<file path="src/rtl/mi4_div.sv">
module mi4_div #(
    parameter int NW = 131,
    parameter int DW = 133
) (
    input  logic          aclk,
    input  logic          aresetn,
    input  logic          start,
    input  logic [NW-1:0] num,
    input  logic [DW-1:0] den,
    output logic [NW-1:0] quo,
    output logic          done
);

    localparam int CW = $clog2(NW);

    logic [NW-1:0] work_reg;
    logic [DW-1:0] rem_reg;
    logic [DW-1:0] den_reg;
    logic [CW-1:0] cnt_reg;
    logic          busy_reg;
    logic          done_reg;
    logic          last;
    logic [DW:0]   trial;
    logic [DW:0]   diff;
    logic          ge;

    assign last  = (cnt_reg == CW'(NW - 1));
    assign trial = {rem_reg, work_reg[NW-1]};
    assign ge    = (trial >= {1'b0, den_reg});
    assign diff  = trial - {1'b0, den_reg};

    always_ff @(posedge aclk) begin
        if (!aresetn) begin
            busy_reg <= 1'b0;
            done_reg <= 1'b0;
            cnt_reg  <= '0;
        end else begin
            done_reg <= busy_reg && last;
            if (start) begin
                busy_reg <= 1'b1;
                cnt_reg  <= '0;
            end else if (busy_reg) begin
                cnt_reg <= cnt_reg + 1'b1;
                if (last) begin
                    busy_reg <= 1'b0;
                end
            end
        end
    end

    always_ff @(posedge aclk) begin
        if (start) begin
            work_reg <= num;
            rem_reg  <= '0;
            den_reg  <= den;
        end else if (busy_reg) begin
            rem_reg  <= ge ? diff[DW-1:0] : trial[DW-1:0];
            work_reg <= {work_reg[NW-2:0], ge};
        end
    end

    assign quo  = work_reg;
    assign done = done_reg;

endmodule

</file>
<file path="config.mk">
export PLATFORM = sky130hd
export DESIGN_NAME = mi4_div
export DESIGN_NICKNAME = d
export VERILOG_FILES = /design/src/rtl/mi4_div.sv
export SDC_FILE = /design/constraint.sdc
export NUM_CORES = 1
export LEC_CHECK = 0
export BUFFER_PORTS_ARGS = -buffer_cell sky130_fd_sc_hd__buf_4
export CELL_PAD_IN_SITES_DETAIL_PLACEMENT = 1
export CELL_PAD_IN_SITES_GLOBAL_PLACEMENT = 1
export CORE_MARGIN = 5
export CORE_UTILIZATION = 40
export CTS_CLUSTER_DIAMETER = 40
export CTS_CLUSTER_SIZE = 40
export DETAILED_ROUTE_END_ITERATION = 8
export GPL_ROUTABILITY_DRIVEN = 0
export PLACE_DENSITY = 0.79
export SYNTH_ARGS = -nofsm -noshare
export SYNTH_HDL_FRONTEND = slang
export SYNTH_SLANG_ARGS = --single-unit
</file>
<file path="constraint.sdc">
create_clock -name aclk -period 12.6 [get_ports aclk]
set_clock_uncertainty 0.1 [all_clocks]
set_input_delay 0.63 -clock aclk [delete_from_list [all_inputs] [get_ports aclk]]
set_output_delay 0.63 -clock aclk [all_outputs]
set_load 0.01 [all_outputs]
</file>
-- After elaboration in Yosys (flattened, before gate mapping)
Cells that the tools add are included.
- register bits: 407
- output and inout port bits: 132
- logic and storage cells: 20
- $add $sub $neg: 2
- $lt $le $gt $ge: 1
- eq/ne operators: 1
- multiplexer cells: 6
- bitwise gates (word level): 1
- reductions and logical operators: 3
- operators with widths (cell ; number):
    131-bit two-way mux ; 2
    134-bit by 133-bit greater-or-equal comparator with 1-bit output ; 1
    133-bit two-way mux ; 1
    133-bit subtractor ; 1
    8-bit by 1-bit adder with 8-bit output, second input constant ; 1
    8-bit equality test, second input constant ; 1
    1-bit two-way mux ; 3
    2-bit nonzero test ; 1
    2-bit OR reduction ; 1
    1-bit logical AND ; 1
    1-bit NOT ; 1

-- Logic depth before layout (Yosys ltp)
- depth after elaboration: 4
- gate-level depth with buffers: 17
- mapped depth without buffers: 15

-- Worst setup path before layout
No wires, ideal clock.
- path type: input port to flip-flop
- from: input start
- to: register work_reg[0] (netlist: quo[0]), enable pin
- setup time: 1.130 ns
- arrival time: 3.323 ns
- required time: 11.370 ns
- slack: 8.048 ns
- stages: 4
- path buffers: 2
- cell sequence: clkbuf_1 inv_1 clkbuf_1 nand2_1
- longest elaborated chain between the ends: 1
- ends and longest elaborated chain (what ; RTL line ; RTL):
    from (decl) ; 7 ; input logic start,
    2-bit nonzero test (no source line) ; - ;
    to (signal assigned) ; 53 ; work_reg <= num;
    to (signal assigned) ; 58 ; work_reg <= {work_reg[NW-2:0], ge};
    to (decl) ; 16 ; logic [NW-1:0] work_reg;
No other way between the ends.
A chain may end at the register's enable or synchronous reset.

-- Final worst setup path
- from: register work_reg[130] (netlist: quo[130])
- to: register rem_reg[65]
- longest elaborated chain between the ends: 2
- elaborated cells between the ends (all ways): 3
- classes of those cells: add/sub (1); order compare (1); mux (1)
- ends and longest elaborated chain (what ; RTL line ; RTL):
    133-bit subtractor or 134-bit by 133-bit greater-or-equal comparator with 1-bit output (tied branches) ; 30, 29 ;
    133-bit two-way mux (*) ; 57 ; rem_reg <= ge ? diff[DW-1:0] : trial[DW-1:0];
    to (signal assigned) ; 57 ;
    to (decl) ; 17 ; logic [DW-1:0] rem_reg;
Mark *: on every way between the ends. The rest lies on a longest branch, timed or not.

==> impl_results.md <==
* Status: finished clean
* CP Launch Type: flop
* HP Class: input pin to flop
* Worst-Skew Late Latency at 0.64 ns
* I/O pin cnt at 399
* Util after Layout at 50.5%
* # Post-CTS Setup Buffers at 0
* Total gr overflow at 0
* Initial antenna violation count at 14
* Post-synthesis simple-gate area fraction at 14.9%
* Actual slew at the worst max-slew pin at 1.28 ns
* First-pass GRT wire length at 147,000 um
* Layout Nets at 3,514
* Fmax at 180 MHz
* Max_slew headroom at 14.3%
* CTS tree: done
* Final setup fails at 0
* Routed WL at 97,200 um
* Ys async rst share at 0%
* Rows at 92
* Final Critical Period at 5.55 ns
* Fin crit share at 44.1%
* Critical path type: flop to flop
* Vias/cell at 5.86
* CTS Buf Count at 84
* Logic pwr share at 21.9%
* Synth Flop Type: edfxtp_1
* Static Leak at 13.1 nW
* Wire per inst at 24.1 um
* Syn Inst Count at 2,773
* Synth Area in XOR/XNOR at 3.87%
* Cell variety after synth at 89
* CP Max Fanout at 64
* Compound-cell area share of the yosys netlist at 20.2%
* Number of H-tree levels at 3
* Die X at 263 um
* Commonest non-fill, non-tap cell in the layout: buf_4
* Layout area overhead at 24.8%
* Vias in the first global route at 24,800
* Data required time of the critical path at 13.02 ns
* Final Hold Viols at 0
* Register Area at 10,800 um^2
* Final worst slack at 7.05 ns
* Die area at 69,100 um^2
* Clock power frac at 45.0%
* Initial core utilization at 40.5%
* Clock transition at path regs at 0.06 ns
* Syn Area/Cell at 9.22 um^2
* Internal at 3.38 mW
* Layout cells sized above 1 at 23.3%
* Largest family of logic cells by synthesized area: compound AO/OA/AOI/OAI gates
* Post-CTS Resized at 0
* Setup TNS at 0 ns
* Pwr dens at 156 nW/um^2
* Hpwl dp at 72,400 um
* Multi-input combinational cell area at 13,300 um^2
* CTS Buffer Depth at 3
* Post-Syn Area at 25,600 um^2
* Remaining antenna violation count at 0
* Core Region at 63,200 um^2
* Maximum vdd drop at 0.158 mV
* Adder-Cell Fraction of Synth Area at 6.68%
* Hold_buf cts at 0
* Post-route DRC violation count at 0
* Synthesis Warnings at 0
* Total clock sinks at 407
* DP Worst Slack at 7.15 ns
* Mapped Nets at 3,176
* I/O Buffers at 398
* Max-cap violation count at 0
* Max Slew Vio Count at 0
* Tot GR Track Use at 26.5%
* Largest net degree at the start of global routing at 160
* Pre-Repair DR Iteration Count at 5
* RSZ-0062 raised after global routing: no
* Fill cell count at 7,179
* Flop and latch count out of synthesis at 407
* Seq/Total Area, Yosys at 42.2%
* Flop pwr share at 33.1%
* Switching portion of total power at 32.0%
* Die span in y at 263 um
* CP Capture Type: flop
* DR iter-0 viols at 1,844
* Mux share of post-synthesis cell area at 6.42%
* Most frequent cells in the layout: buf_4, nand2_1, edfxtp_1
* Arrival time at the worst endpoint at 5.97 ns
* Via count at 23,700
* Post-synth EDFFs at 264
* Switching pwr at 1.59 mW
* Clock Tree Root: clkbuf_16
-- synthesized netlist by cell type (all sizes together) (5+ instances only) --
library cell	n	area (um^2)
nor4	8	50.1
buf	71	404
a221o	5	50.1
a21boi	17	128
and2	6	37.5
inv	185	694
a31o	8	70.1
nand3	42	210
and3	14	87.6
a2111oi	8	97.6
a221oi	5	50.0
ha	135	1690
nor2	236	893
a21oi	216	1090
o211ai	22	165
nand2	370	1390
clkbuf	89	337
a31oi	27	169
or2	8	50.1
o21ai	122	614
a211oi	23	178
o21bai	41	308
o21ba	6	60.1
mux2	135	1520
edfxtp	264	7930
or3	23	144
xor2	54	473
nand4	78	488
nor2b	9	56.3
nor3	43	225
a2bb2oi	9	78.8
dfxtp	143	2860
o22ai	10	62.6
xnor2	59	517
nand2b	8	50.1
o21a	27	203
o31ai	19	153
a21o	61	459
mux2i	12	120
a311oi	100	888
-- worst paths after layout --
check	slack (ns)	cells past startpoint	start	end
setup / recovery	7.05	16	quo[130]$_DFFE_PP_	rem_reg[65]$_SDFFE_PP0P_
hold / removal	0.07	1	den[5]	den_reg[5]$_DFFE_PP_
setup reg to reg	7.05	16	quo[130]$_DFFE_PP_	rem_reg[65]$_SDFFE_PP0P_
hold reg to reg	0.39	2	rem_reg[97]$_SDFFE_PP0P_	rem_reg[97]$_SDFFE_PP0P_
-- kinds of logic (layout without fill, tap and decap cells) --
| logic type | Yosys count | in the layout |
|---|---|---|
| buffers and inverters | 348 | 757 |
| muxes | 147 | 147 |
| other | 0 | 11 |
| AOI/OAI and AO/OA | 763 | 763 |
| xor gates and xnor gates | 113 | 113 |
| DFF | 407 | 407 |
| and+or+nand+nor | 859 | 859 |
| adders and majority gates | 136 | 136 |
-- layout make-up --
class / instances / area share [%]
multi-input combinational: 2018 / 41.8
sequential: 407 / 33.8
timing repair buffer: 415 / 9.83
clock buffer: 94 / 6.90
tap: 846 / 3.32
inverter: 185 / 2.18
clock inverter: 63 / 2.09
antenna: 11 / 0.0863
-- metal layers --
layer,global-route usage (%),vias to the layer above,wire length [um]
met5,0,-,51
met4,10.4,6,3870
met3,5.70,223,6120
met2,44.4,771,46800
met1,33.6,11800,40400
li1,-,10900,-
-- power by group through the flow --
stage | Clock (mW) | Combinational (mW) | Sequential [mW]
6_report | 2.24 | 1.09 | 1.64
5_1_grt | 2.35 | 1.17 | 1.65
4_1_cts | 2.27 | 1.07 | 1.64
3_5_place_dp | 0 | 1.06 | 1.66
3_3_place_gp | 0 | 1.03 | 1.65
2_1_floorplan | 0 | 0.670 | 1.66
-- critical path: stages (launching register included) --
cell and delay (ns):
edfxtp_1 0.42, inv_1 0.10, ha_1 0.18, inv_1 0.06, fa_1 0.41, a21o_1 0.23
a221o_1 0.39, a31o_2 0.29, o31ai_2 0.26, a31oi_1 0.22, o211ai_1 0.32, nor2_1 0.07
buf_4 0.18, nor2_4 0.83, buf_4 0.74, a21oi_1 0.17, a311oi_1 0.35
-- metrics by stage --
stage / instance area, um^2 / hold WS [ns] / total power, mW / cells
floorplan: 25600 / 0.354 / 2.33 / 2773
finish: 31900 / 0.0680 / 4.97 / 4039
detailed placement: 29000 / 0.389 / 2.72 / 3871
global placement: 29000 / 0.368 / 2.68 / 3871
global route: 31900 / 0.0457 / 5.17 / 4039
CTS: 31900 / 0.0408 / 4.99 / 4028
(Power assumes the default switching activity.)
